===== src/rtl/core/sdspi_pkg.sv =====
// Package with shared types, codes and constants of the SD card SPI host.
`default_nettype none
package sdspi_pkg;
  localparam int BLOCK_BYTES = 512;
  localparam int IDLE_CLOCK_BYTES = 10;
  localparam int CNT_W = 10;

  typedef enum logic [1:0] {
    ACT_INIT = 2'd0,
    ACT_READ = 2'd1,
    ACT_XCHG = 2'd2,
    ACT_NONE = 2'd3
  } action_t;

  typedef enum logic [3:0] {
    PH_IDLE, PH_CLK, PH_CMD, PH_POLL, PH_RDATA, PH_BUSY, PH_STUFF, PH_TOKEN,
    PH_DATA, PH_CRC
  } phase_t;

  typedef enum logic [2:0] {
    ST_OK = 3'd0, ST_NODISK = 3'd1, ST_NOINIT = 3'd2, ST_PARERR = 3'd3,
    ST_ERROR = 3'd4
  } status_t;

  localparam logic [5:0] CMD0 = 6'd0;
  localparam logic [5:0] CMD1 = 6'd1;
  localparam logic [5:0] CMD8 = 6'd8;
  localparam logic [5:0] CMD12 = 6'd12;
  localparam logic [5:0] CMD16 = 6'd16;
  localparam logic [5:0] CMD18 = 6'd18;
  localparam logic [5:0] ACMD41 = 6'd41;
  localparam logic [5:0] CMD55 = 6'd55;
  localparam logic [5:0] CMD58 = 6'd58;

  typedef struct packed {
    logic       tx_request;
    logic [7:0] tx_byte;
    logic       cs_active;
    logic       data_valid;
    logic [7:0] data_byte;
    logic       block_end;
    logic       done_res;
    logic [2:0] status;
    logic       high_capacity;
  } result_t;

  typedef struct packed {
    logic [1:0]  action;
    logic [7:0]  drive;
    logic        card_present;
    logic [31:0] sector;
    logic [15:0] block_count;
    logic [7:0]  rx_byte;
  } item_t;
endpackage
`default_nettype wire


===== src/rtl/core/sd_spi_init_and_block_read.sv =====
// Top level of the SD card SPI-mode host sequencer.
//  channel | dir | tdata, lowest field first            | tuser, lowest field first
//  s_axis  | in  | drive, sector, block_count, rx_byte  | action, card_present
//  m_axis  | out | tx_byte, data_byte, status, zeros    | flags, see the port list
// One request is taken per cycle while the output buffer has space; its result is registered there.
// The step logic sits between the request port and a two-entry output buffer.
// Reset clears the phase and all sequencer state.
// A stalled result side blocks new requests once both buffer entries are full.
`default_nettype none
module sd_spi_init_and_block_read #(
  parameter int IdleClockBytes = sdspi_pkg::IDLE_CLOCK_BYTES
) (
  input  wire         clk,
  input  wire         rst,
  input  wire         s_axis_tvalid,
  output logic        s_axis_tready,
  input  wire  [63:0] s_axis_tdata,   // drive, sector, block_count, rx_byte
  input  wire  [2:0]  s_axis_tuser,   // action, card_present
  output logic        m_axis_tvalid,
  input  wire         m_axis_tready,
  output logic [23:0] m_axis_tdata,   // tx_byte, data_byte, status, 0
  output logic [5:0]  m_axis_tuser    // tx_request, cs_active, data_valid,
                                      // block_end, done_res, high_capacity
);
  sdspi_pkg::item_t   item;
  sdspi_pkg::result_t res, outq;
  logic space, step;

  assign item.action = s_axis_tuser[1:0];
  assign item.card_present = s_axis_tuser[2];
  assign item.drive = s_axis_tdata[7:0];
  assign item.sector = s_axis_tdata[39:8];
  assign item.block_count = s_axis_tdata[55:40];
  assign item.rx_byte = s_axis_tdata[63:56];

  assign s_axis_tready = space;
  assign step = s_axis_tvalid && space;

  sdspi_seq #(.IdleClockBytes(IdleClockBytes)) u_seq (
    .clk(clk), .rst(rst), .step(step), .item(item), .res(res)
  );

  sdspi_outreg u_out (
    .clk(clk), .rst(rst), .push(step), .din(res), .space(space),
    .valid(m_axis_tvalid), .pop(m_axis_tready), .dout(outq)
  );

  assign m_axis_tdata = {5'd0, outq.status, outq.data_byte, outq.tx_byte};
  assign m_axis_tuser = {outq.high_capacity, outq.done_res, outq.block_end,
                         outq.data_valid, outq.cs_active, outq.tx_request};
endmodule
`default_nettype wire


===== src/rtl/core/sdspi_seq.sv =====
// Sequencer state and the combinational step for one request.
`default_nettype none
module sdspi_seq #(
  parameter int IdleClockBytes = sdspi_pkg::IDLE_CLOCK_BYTES
) (
  input  wire                   clk,
  input  wire                   rst,
  input  wire                   step,
  input  sdspi_pkg::item_t      item,
  output sdspi_pkg::result_t    res
);
  localparam int CW = sdspi_pkg::CNT_W;

  sdspi_pkg::phase_t phase, phase_next;
  logic [CW-1:0] byte_counter, byte_counter_next;
  logic [47:0] command_frame, command_frame_next;
  logic [31:0] response_word, response_word_next;
  logic [7:0] last_r1, last_r1_next;
  logic card_v2, card_v2_next, block_addressing, block_addressing_next;
  logic [15:0] blocks_left, blocks_left_next;

  // State registers, updated on each accepted request.
  always_ff @(posedge clk) begin
    if (rst) begin
      phase <= sdspi_pkg::PH_IDLE;
      byte_counter <= '0;
      command_frame <= '0;
      response_word <= '0;
      last_r1 <= '0;
      card_v2 <= 1'b0;
      block_addressing <= 1'b0;
      blocks_left <= '0;
    end else if (step) begin
      phase <= phase_next;
      byte_counter <= byte_counter_next;
      command_frame <= command_frame_next;
      response_word <= response_word_next;
      last_r1 <= last_r1_next;
      card_v2 <= card_v2_next;
      block_addressing <= block_addressing_next;
      blocks_left <= blocks_left_next;
    end
  end

  // Next state and result of one step.
  always_comb begin
    logic [7:0] r;
    logic [5:0] bc_idx, nc_idx;
    logic [31:0] bc_arg;
    logic bc, fin, ask_en, dv, be, req, cs;
    logic [7:0] tx;
    logic [2:0] st;
    sdspi_pkg::phase_t ask_ph;
    logic [5:0] cmd;
    logic [7:0] crc;
    logic [47:0] frm;
    logic [2:0] fidx;
    phase_next = phase;
    byte_counter_next = byte_counter;
    command_frame_next = command_frame;
    response_word_next = response_word;
    last_r1_next = last_r1;
    card_v2_next = card_v2;
    block_addressing_next = block_addressing;
    blocks_left_next = blocks_left;
    bc = 1'b0; bc_idx = '0; bc_arg = '0; fin = 1'b0; st = sdspi_pkg::ST_OK;
    ask_en = 1'b0; ask_ph = sdspi_pkg::PH_IDLE; dv = 1'b0; be = 1'b0;
    req = 1'b0; cs = 1'b0; tx = 8'hFF;
    cmd = command_frame[45:40];
    r = last_r1;
    nc_idx = '0;
    fidx = '0;
    frm = '0;

    case (item.action)
      sdspi_pkg::ACT_INIT: begin
        if (item.drive != 8'd0 || !item.card_present) begin
          fin = 1'b1; st = sdspi_pkg::ST_NODISK;
        end else begin
          block_addressing_next = 1'b0;
          card_v2_next = 1'b0;
          byte_counter_next = CW'(1);
          phase_next = sdspi_pkg::PH_CLK;
          req = 1'b1;
        end
      end
      sdspi_pkg::ACT_READ: begin
        if (item.drive != 8'd0) begin
          fin = 1'b1; st = sdspi_pkg::ST_PARERR;
        end else begin
          blocks_left_next = item.block_count;
          bc = 1'b1; bc_idx = sdspi_pkg::CMD18;
          bc_arg = block_addressing ? item.sector : {item.sector[22:0], 9'd0};
        end
      end
      sdspi_pkg::ACT_XCHG: begin
        // The response dispatch is evaluated on a flag set below.
        logic respond;
        respond = 1'b0;
        unique case (phase)
          sdspi_pkg::PH_IDLE: ;
          sdspi_pkg::PH_CLK: begin
            if (byte_counter < CW'(IdleClockBytes)) begin
              byte_counter_next = byte_counter + CW'(1);
              req = 1'b1;
            end else begin
              bc = 1'b1; bc_idx = sdspi_pkg::CMD0;
            end
          end
          sdspi_pkg::PH_CMD: begin
            if (byte_counter < CW'(6)) begin
              fidx = byte_counter[2:0];
              frm = command_frame >> (6'd40 - {fidx, 3'd0});
              req = 1'b1; cs = 1'b1; tx = frm[7:0];
              byte_counter_next = byte_counter + CW'(1);
            end else begin
              ask_en = 1'b1;
              ask_ph = (cmd == sdspi_pkg::CMD12) ? sdspi_pkg::PH_STUFF
                                                  : sdspi_pkg::PH_POLL;
            end
          end
          sdspi_pkg::PH_STUFF: begin
            ask_en = 1'b1; ask_ph = sdspi_pkg::PH_POLL;
          end
          sdspi_pkg::PH_POLL: begin
            if (item.rx_byte[7]) begin
              ask_en = 1'b1; ask_ph = sdspi_pkg::PH_POLL;
            end else begin
              last_r1_next = item.rx_byte;
              r = item.rx_byte;
              if (cmd == sdspi_pkg::CMD8 || cmd == sdspi_pkg::CMD58) begin
                byte_counter_next = '0;
                response_word_next = '0;
                ask_en = 1'b1; ask_ph = sdspi_pkg::PH_RDATA;
              end else if (cmd == sdspi_pkg::CMD12) begin
                ask_en = 1'b1; ask_ph = sdspi_pkg::PH_BUSY;
              end else begin
                respond = 1'b1;
              end
            end
          end
          sdspi_pkg::PH_RDATA: begin
            response_word_next = {response_word[23:0], item.rx_byte};
            byte_counter_next = byte_counter + CW'(1);
            if (byte_counter_next >= CW'(4)) respond = 1'b1;
            else begin
              ask_en = 1'b1; ask_ph = sdspi_pkg::PH_RDATA;
            end
          end
          sdspi_pkg::PH_BUSY: begin
            if (item.rx_byte == 8'hFF) respond = 1'b1;
            else begin
              ask_en = 1'b1; ask_ph = sdspi_pkg::PH_BUSY;
            end
          end
          sdspi_pkg::PH_TOKEN: begin
            if (item.rx_byte == 8'hFF) begin
              ask_en = 1'b1; ask_ph = sdspi_pkg::PH_TOKEN;
            end else if (item.rx_byte != 8'hFE) begin
              fin = 1'b1; st = sdspi_pkg::ST_ERROR;
            end else begin
              byte_counter_next = '0;
              ask_en = 1'b1; ask_ph = sdspi_pkg::PH_DATA;
            end
          end
          sdspi_pkg::PH_DATA: begin
            req = 1'b1; cs = 1'b1; dv = 1'b1;
            if (byte_counter == CW'(sdspi_pkg::BLOCK_BYTES - 1)) begin
              byte_counter_next = '0;
              phase_next = sdspi_pkg::PH_CRC;
              be = 1'b1;
            end else begin
              byte_counter_next = byte_counter + CW'(1);
            end
          end
          sdspi_pkg::PH_CRC: begin
            byte_counter_next = byte_counter + CW'(1);
            if (byte_counter_next < CW'(2)) begin
              ask_en = 1'b1; ask_ph = sdspi_pkg::PH_CRC;
            end else begin
              blocks_left_next = blocks_left - 16'd1;
              if (blocks_left_next != 16'd0) begin
                ask_en = 1'b1; ask_ph = sdspi_pkg::PH_TOKEN;
              end else begin
                bc = 1'b1; bc_idx = sdspi_pkg::CMD12;
              end
            end
          end
          default: begin
            fin = 1'b1; st = sdspi_pkg::ST_ERROR;
          end
        endcase

        // Dispatch on the command that has just been answered.
        if (respond) begin
          case (cmd)
            sdspi_pkg::CMD0: begin
              bc = 1'b1;
              bc_idx = (r == 8'h01) ? sdspi_pkg::CMD8 : sdspi_pkg::CMD0;
              bc_arg = (r == 8'h01) ? 32'h0000_01AA : 32'd0;
            end
            sdspi_pkg::CMD8: begin
              if (r != 8'h01) begin
                card_v2_next = 1'b0; bc = 1'b1; bc_idx = sdspi_pkg::CMD55;
              end else if (response_word_next == 32'h0000_01AA) begin
                card_v2_next = 1'b1; bc = 1'b1; bc_idx = sdspi_pkg::CMD55;
              end else begin
                fin = 1'b1; st = sdspi_pkg::ST_NOINIT;
              end
            end
            sdspi_pkg::CMD55, sdspi_pkg::ACMD41: begin
              if (r == 8'h01) begin
                bc = 1'b1;
                if (cmd == sdspi_pkg::CMD55) begin
                  bc_idx = sdspi_pkg::ACMD41;
                  bc_arg = card_v2 ? 32'h4000_0000 : 32'd0;
                end else begin
                  bc_idx = sdspi_pkg::CMD55;
                end
              end else if (card_v2) begin
                if (r != 8'h00) begin
                  fin = 1'b1; st = sdspi_pkg::ST_NOINIT;
                end else begin
                  bc = 1'b1; bc_idx = sdspi_pkg::CMD58;
                end
              end else if (r != 8'h00) begin
                bc = 1'b1; bc_idx = sdspi_pkg::CMD1;
              end else if (block_addressing) begin
                fin = 1'b1;
              end else begin
                bc = 1'b1; bc_idx = sdspi_pkg::CMD16;
                bc_arg = 32'(sdspi_pkg::BLOCK_BYTES);
              end
            end
            sdspi_pkg::CMD58: begin
              if (r != 8'h00) begin
                fin = 1'b1; st = sdspi_pkg::ST_NOINIT;
              end else begin
                block_addressing_next = response_word_next[30];
                if (response_word_next[30]) fin = 1'b1;
                else begin
                  bc = 1'b1; bc_idx = sdspi_pkg::CMD16;
                  bc_arg = 32'(sdspi_pkg::BLOCK_BYTES);
                end
              end
            end
            sdspi_pkg::CMD1: begin
              if (r == 8'h01) begin
                bc = 1'b1; bc_idx = sdspi_pkg::CMD1;
              end else if (r != 8'h00) begin
                fin = 1'b1; st = sdspi_pkg::ST_NOINIT;
              end else if (block_addressing) begin
                fin = 1'b1;
              end else begin
                bc = 1'b1; bc_idx = sdspi_pkg::CMD16;
                bc_arg = 32'(sdspi_pkg::BLOCK_BYTES);
              end
            end
            sdspi_pkg::CMD16: begin
              fin = 1'b1;
              st = (r != 8'h00) ? sdspi_pkg::ST_NOINIT : sdspi_pkg::ST_OK;
            end
            sdspi_pkg::CMD18: begin
              if (r != 8'h00) begin
                fin = 1'b1;
                st = r[5] ? sdspi_pkg::ST_PARERR : sdspi_pkg::ST_ERROR;
              end else if (blocks_left == 16'd0) begin
                bc = 1'b1; bc_idx = sdspi_pkg::CMD12;
              end else begin
                ask_en = 1'b1; ask_ph = sdspi_pkg::PH_TOKEN;
              end
            end
            sdspi_pkg::CMD12: begin
              fin = 1'b1;
              st = (r != 8'h00) ? sdspi_pkg::ST_ERROR : sdspi_pkg::ST_OK;
            end
            default: begin
              fin = 1'b1; st = sdspi_pkg::ST_ERROR;
            end
          endcase
        end
      end
      default: ;
    endcase

    // Common endings: start a command, ask for a byte, or finish.
    crc = (bc_idx == sdspi_pkg::CMD0) ? 8'h95 :
          (bc_idx == sdspi_pkg::CMD8) ? 8'h87 : 8'h00;
    nc_idx = bc_idx;
    if (bc) begin
      command_frame_next = {2'b01, nc_idx, bc_arg, crc};
      byte_counter_next = CW'(1);
      phase_next = sdspi_pkg::PH_CMD;
      req = 1'b1; cs = 1'b1; tx = {2'b01, nc_idx};
    end
    if (ask_en) begin
      phase_next = ask_ph;
      req = 1'b1; cs = 1'b1; tx = 8'hFF;
    end
    if (fin) phase_next = sdspi_pkg::PH_IDLE;

    res.tx_request = req;
    res.tx_byte = req ? tx : 8'hFF;
    res.cs_active = req & cs;
    res.data_valid = dv;
    res.data_byte = dv ? item.rx_byte : 8'h00;
    res.block_end = dv & be;
    res.done_res = fin;
    res.status = fin ? st : sdspi_pkg::ST_OK;
    res.high_capacity = block_addressing_next;
  end
endmodule
`default_nettype wire


===== src/rtl/core/sdspi_outreg.sv =====
// Two-entry output buffer that parts the result side from the request side.
`default_nettype none
module sdspi_outreg (
  input  wire                clk,
  input  wire                rst,
  input  wire                push,
  input  sdspi_pkg::result_t din,
  output logic               space,
  output logic               valid,
  input  wire                pop,
  output sdspi_pkg::result_t dout
);
  sdspi_pkg::result_t main_q, skid_q;
  logic main_v, skid_v;

  assign space = !skid_v;
  assign valid = main_v;
  assign dout = main_q;

  // Main register feeds the port; the skid entry catches a push under stall.
  always_ff @(posedge clk) begin
    if (rst) begin
      main_v <= 1'b0;
      skid_v <= 1'b0;
    end else begin
      if (!main_v || pop) begin
        main_v <= skid_v || push;
        skid_v <= 1'b0;
      end else if (push) begin
        skid_v <= 1'b1;
      end
    end
  end

  always_ff @(posedge clk) begin
    if (!main_v || pop) main_q <= skid_v ? skid_q : din;
    if (push && main_v && !pop) skid_q <= din;
  end
endmodule
`default_nettype wire


===== config.mk =====
export PLATFORM = sky130hd
export DESIGN_NAME = sd_spi_init_and_block_read
export DESIGN_NICKNAME = d
export VERILOG_FILES = /design/src/rtl/core/sdspi_pkg.sv /design/src/rtl/core/sd_spi_init_and_block_read.sv /design/src/rtl/core/sdspi_seq.sv /design/src/rtl/core/sdspi_outreg.sv
export SDC_FILE = /design/constraint.sdc
export NUM_CORES = 1
export LEC_CHECK = 0
export BUFFER_PORTS_ARGS = -buffer_cell sky130_fd_sc_hd__buf_2
export CORE_ASPECT_RATIO = 1.2
export CORE_MARGIN = 2
export CORE_UTILIZATION = 38
export DETAILED_ROUTE_END_ITERATION = 12
export PLACE_DENSITY = 0.56
export SLEW_MARGIN = 20
export SYNTH_ARGS = -nofsm -noshare
export SYNTH_HDL_FRONTEND = slang
export SYNTH_SLANG_ARGS = --single-unit

===== constraint.sdc =====
create_clock -name clk -period 5.2 [get_ports clk]
set_input_delay 1.04 -clock clk [delete_from_list [all_inputs] [get_ports clk]]
set_output_delay 1.04 -clock clk [all_outputs]
set_load 0.01 [all_outputs]

==> Word level (Yosys, flattened, before mapping) <==
Cells that the tools add are included.
{ "word_totals": {"latchBits": 0, "reg_bits": 171, "out_inout_bits": 32, "inputBits": 71, "n_memories": 0, "ram_bits": 0, "rom_bits": 0} }
{ "classes": {"n_mux": 202, "order_cmp": 4, "multipliers": 0, "n_addsub": 3, "n_div": 0, "n_reduce_logical": 33, "n_shift": 1, "bitwise": 2, "eq_ne": 44} }
{ "ops": {"columns": ["op", "n"], "rows": [
  ["32-bit 2-to-1 mux", 11],
  ["32-bit one-hot mux with 2 select lines", 2],
  ["32-bit one-hot mux with 4 select lines", 1],
  ["10-bit 2-to-1 mux", 12],
  ["6-bit 2-to-1 mux", 16],
  ["8-bit 2-to-1 mux", 12],
  ["1-bit 2-to-1 mux", 78],
  ["4-bit 2-to-1 mux", 19],
  ["10-bit one-hot mux with 6 select lines", 1],
  ["3-bit 2-to-1 mux", 18],
  ["16-bit 2-to-1 mux", 3],
  ["47-bit by 6-bit right shift with 8-bit output", 1],
  ["6-bit one-hot mux with 6 select lines", 1],
  ["32-bit by 9-bit == test with 1-bit output (second input constant)", 1],
  ["16-bit one-hot mux with 2 select lines", 1],
  ["31-bit 2-to-1 mux", 1],
  ["4-bit one-hot mux with 7 select lines", 1],
  ["25-bit 2-to-1 mux", 1],
  ["3-bit one-hot mux with 8 select lines", 1],
  ["10-bit one-hot mux with 2 select lines", 1],
  ["6-bit by 4-bit == test with 1-bit output (second input constant)", 3],
  ["6-bit == test (second input constant)", 3],
  ["4-bit by 3-bit == test with 1-bit output (second input constant)", 4],
  ["16-bit logical NOT", 1],
  ["other kinds (59)", 96]
]} }

==> Depth between registers and ports, before layout <==
{ "logic_depth": {"depth_word": 16, "ltp_mapped": 14} }

==> Modules after synthesis <==
A second synthesis with hierarchy kept.
{ "unflattened": {"hier_cells": 1150, "area_unflattened_um2": 9929.5} }
{ "modules_own_cells": {"columns": ["module", "cells_each", "instances", "area_per_inst_um2"], "rows": [
  ["sdspi_seq", 1056, 1, 7908.8],
  ["sdspi_outreg", 87, 1, 1973.1],
  ["sd_spi_init_and_block_read", 7, 1, 47.5]
]} }

==> Least setup slack after synthesis <==
OpenSTA, ideal clock, no wires.
{ "synth_path": {"kind": "input -> register", "start": "input s_axis_tdata[63]", "end": "register u_out.main_q (netlist bit u_out.dout[24]) (data pin)", "arrival_time_ps": 3728, "setup_ps": 255, "setup_slack_ps": 1218, "stages": 10, "required_time_ps": 4945, "path_cell_list": "clkbuf_1 nor2_1 mux2i_1 a311oi_1 nor4_1 o31a_1 a221oi_4 or4_4 or3_1 o21a_1"} }
{ "synth_via": {"elab_chain_cells": 13} }
{ "synth_lines": {"columns": ["element", "line", "text"], "rows": [
  ["start: declaration", "sd_spi_init_and_block_read.sv:17", "input wire [63:0] s_axis_tdata,"],
  ["parallel branches: the longest is 11 deep, another holds 32-bit 2-to-1 mux", null, null],
  ["1-bit 2-to-1 mux *", "sdspi_seq.sv:296", "if (ask_en) begin"],
  ["25-bit 2-to-1 mux *", "sdspi_outreg.sv:36", "if (!main_v || pop) main_q <= skid_v ? skid_q : din;"],
  ["end signal: assignment", "sdspi_outreg.sv:36", null],
  ["end: declaration", "sdspi_outreg.sv:13", "sdspi_pkg::result_t main_q, skid_q;"]
]} }
Every way passes the cells marked *. The select of a mux whose other input is x is not followed.
A chain may end at the register's enable or synchronous reset.

==> flow_summary.toml <==
[clock_network]
insertion_delay_ns = 0.44
root_buffer = "clkbuf_16"
clock_path_buffers = 2
hold_buffers = 0
cts.clk_slew.worst_paths_ns = 0.07
post-cts-setup-buffers = 0
cts_buffers = 17
post_cts_resized = 0
cts_tree = "yes"
clkSinkCount = 166
htreeDepth = 4

[logic_synthesis]
synth_seq_cells = 166
synth_top_area_share_pct = 24.0
synth-edff-count = 50
netlist_area_um2 = 9670
async_flop_share_pct = 0
yosysSeqAreaShare_pct = 39.6
avgSynthCellArea_um2 = 8.56
netlist_instances = 1129
ys.flop_type = "dfxtp_1"
yosysUniqueCellTypes = 92
synthTopCellsByArea = "dfxtp_1, edfxtp_1, mux2_2"
ys_warn_count = 0
synth_top_area_cell = "dfxtp_1"

[routing]
antenna_left = 0
drt_wl_total_mm = 28.8
drc = 0
num_vias = 8816
drt-vias-per-instance = 5.79
firstDrtPassIters = 6
wl_per_cell_um = 18.9
drt_iter0_drc = 811

[floorplan]
initial_core_util_pct = 38.9
rows = 63
ioPinCount = 103
core_area_um2 = 24800
die_area_um2 = 26700
die_y_um = 179
die_x_um = 150

[global_routing]
overflow = 0
grt_pass1_wl_mm = 45.4
grt_pass1_vias = 8174
groute.usage.overall_pct = 21.7
antenna_found_initial = 0
grt_max_degree = 67

[job]
cap_violations = 0

[setup_path]
critPathCaptureType = "flip-flop"
worst-setup-path-type = "reg2reg"
critPathArrivalTime_ns = 4.55
crit_path_max_fanout = 16
startpoint_type = "flip-flop"
cp.required_ns = 5.39

[sta]
period_share_pct = 83.9
max_freq_mhz = 229
worst_slack_ns = 0.838
finalSetupViolCount = 0
slew_viol_final = 0
tns_ns = 0
maxSlewHeadroom_pct = 34.2
layout_min_cycle_time_ns = 4.36
grt_setup_unrepaired = "false"
hold_violations = 0
worst_slew_pin_slew_ns = 0.984
finClkSkew_ns = 0.0120

[placed_design]
io_buffers = 97
dp_hpwl_mm = 20.8
finalWeightedCongestion = 0.936
place_area_um2 = 10400
place_ws_ns = 0.661

[finish]
seqCellArea_um2 = 3820
stdcell_area_um2 = 11000
drive_above_1_share_pct = 19.7
nets = 1265
num-fill-cells = 2528
antenna_cells = 0
synthToLayoutAreaGrowth_pct = 13.6
multi_input_area_um2 = 5440
fin_util_pct = 44.2

[power]
ir_drop_mv = 0.198
p_leak_nw = 3.79
pwr_density_cell_nw_per_um2 = 265

[min_path]
hp-class = "reg2reg"

[outcome]
status = "finished clean"
-- cell usage after synthesis (all sizes together), types with 20 or more instances --
master and number:
a21oi 85, clkbuf 67, a211oi 20, nand3 38, dfxtp 116, nor3 38, o21ai 50, nand2 128
edfxtp 50, inv 20, nor2 123, a22oi 51, mux2 46
-- state kept, by name, indices dropped and copies added (netlist names) --
| name | flops |
|---|---|
| u_seq.command_frame | 42 |
| u_seq.response_word | 32 |
| u_out.dout | 25 |
| u_out.skid_q | 25 |
| u_seq.blocks_left | 16 |
| u_seq.byte_counter | 10 |
| u_seq.last_r1 | 8 |
| u_seq.phase | 4 |
| u_out.skid_v | 1 |
| u_out.valid | 1 |
| u_seq.block_addressing | 1 |
| u_seq.card_v2 | 1 |
-- cell families after synthesis --
group	share of synthesized area, %
AND/OR/NAND/NOR	24.4
multiplexers	8.49
buffers and inverters	4.49
other	0.0388
AO/OA/AOI/OAI	21.6
XOR/XNOR	0.272
flip-flops	39.6
adder cells (fa/ha/maj)	1.16
-- final timing paths --
check | from | end | slack, ns | cells past startpoint
worst min register to register | u_seq.last_r1[1] | u_seq.last_r1[1] | 0.45 | 2
worst min-delay path | u_seq.last_r1[1] | u_seq.last_r1[1] | 0.45 | 2
worst max register to register | u_seq.blocks_left[0] | u_out.dout[18] | 0.84 | 12
worst max-delay path | u_seq.blocks_left[0] | u_out.dout[18] | 0.84 | 12
-- cells in the final DEF (no fill, tap or decap), types with 13 or more instances in the layout --
cell type,synthesis,layout
nand2_1,127,127
nor2_1,122,121
dfxtp_1,116,116
buf_2,5,96
a21oi_1,85,84
a22oi_1,51,51
edfxtp_1,50,50
mux2_2,46,46
o21ai_0,46,46
nand3_1,37,37
nor3_1,36,36
buf_4,7,23
inv_1,19,19
mux2i_1,19,19
a211oi_1,19,19
nor4_1,18,18
clkbuf_16,0,17
nand2b_1,13,13
nand4_1,13,13
or3_1,13,13
-- routing by layer --
layer	global-route usage [%]	vias to the layer above	wire, um
met1	30.1	4206	13200
met3	3.44	46	1380
li1	-	4318	-
met4	7.58	0	610
met2	34.5	246	13600
met5	0	-	0
-- stage by stage --
stage          instances  total power [mW]  hold WS [ns]
3_3_place_gp        1491              1.66         0.438
2_1_floorplan       1133              1.57         0.428
3_5_place_dp        1491              1.67         0.445
6_report            1523              2.91         0.452
4_1_cts             1523              2.94         0.453
5_1_grt             1523              3.03         0.471
-- layout make-up --
type                            count  share of cell area, %
Clock inverter                     13                   1.34
Inverter                           21                  0.718
Tap cell                          325                   3.70
Sequential cell                   166                   34.8
Clock buffer                       19                   3.94
Timing Repair Buffer              119                   5.95
Multi-Input combinational cell    860                   49.5
-- power breakdown --
part	internal [mW]	leakage [nW]	total [mW]	switching (mW)
Sequential	1.35	1.41	1.37	0.0201
Clock	0.714	0.271	1.27	0.556
Combinational	0.102	2.12	0.264	0.162
-- worst max-delay path, stage by stage, from the launching register on --
cell and delay (ns):
dfxtp_1 0.35, inv_1 0.11, ha_1 0.32, nor3b_2 0.36, a21boi_0 0.14, nor4b_1 0.30, o2111ai_1 0.20, or3_4 0.42
o31a_1 0.35, a221oi_4 0.71, nor2_1 0.24, a211o_1 0.33, mux2_2 0.27
(Power assumes the default switching activity.)
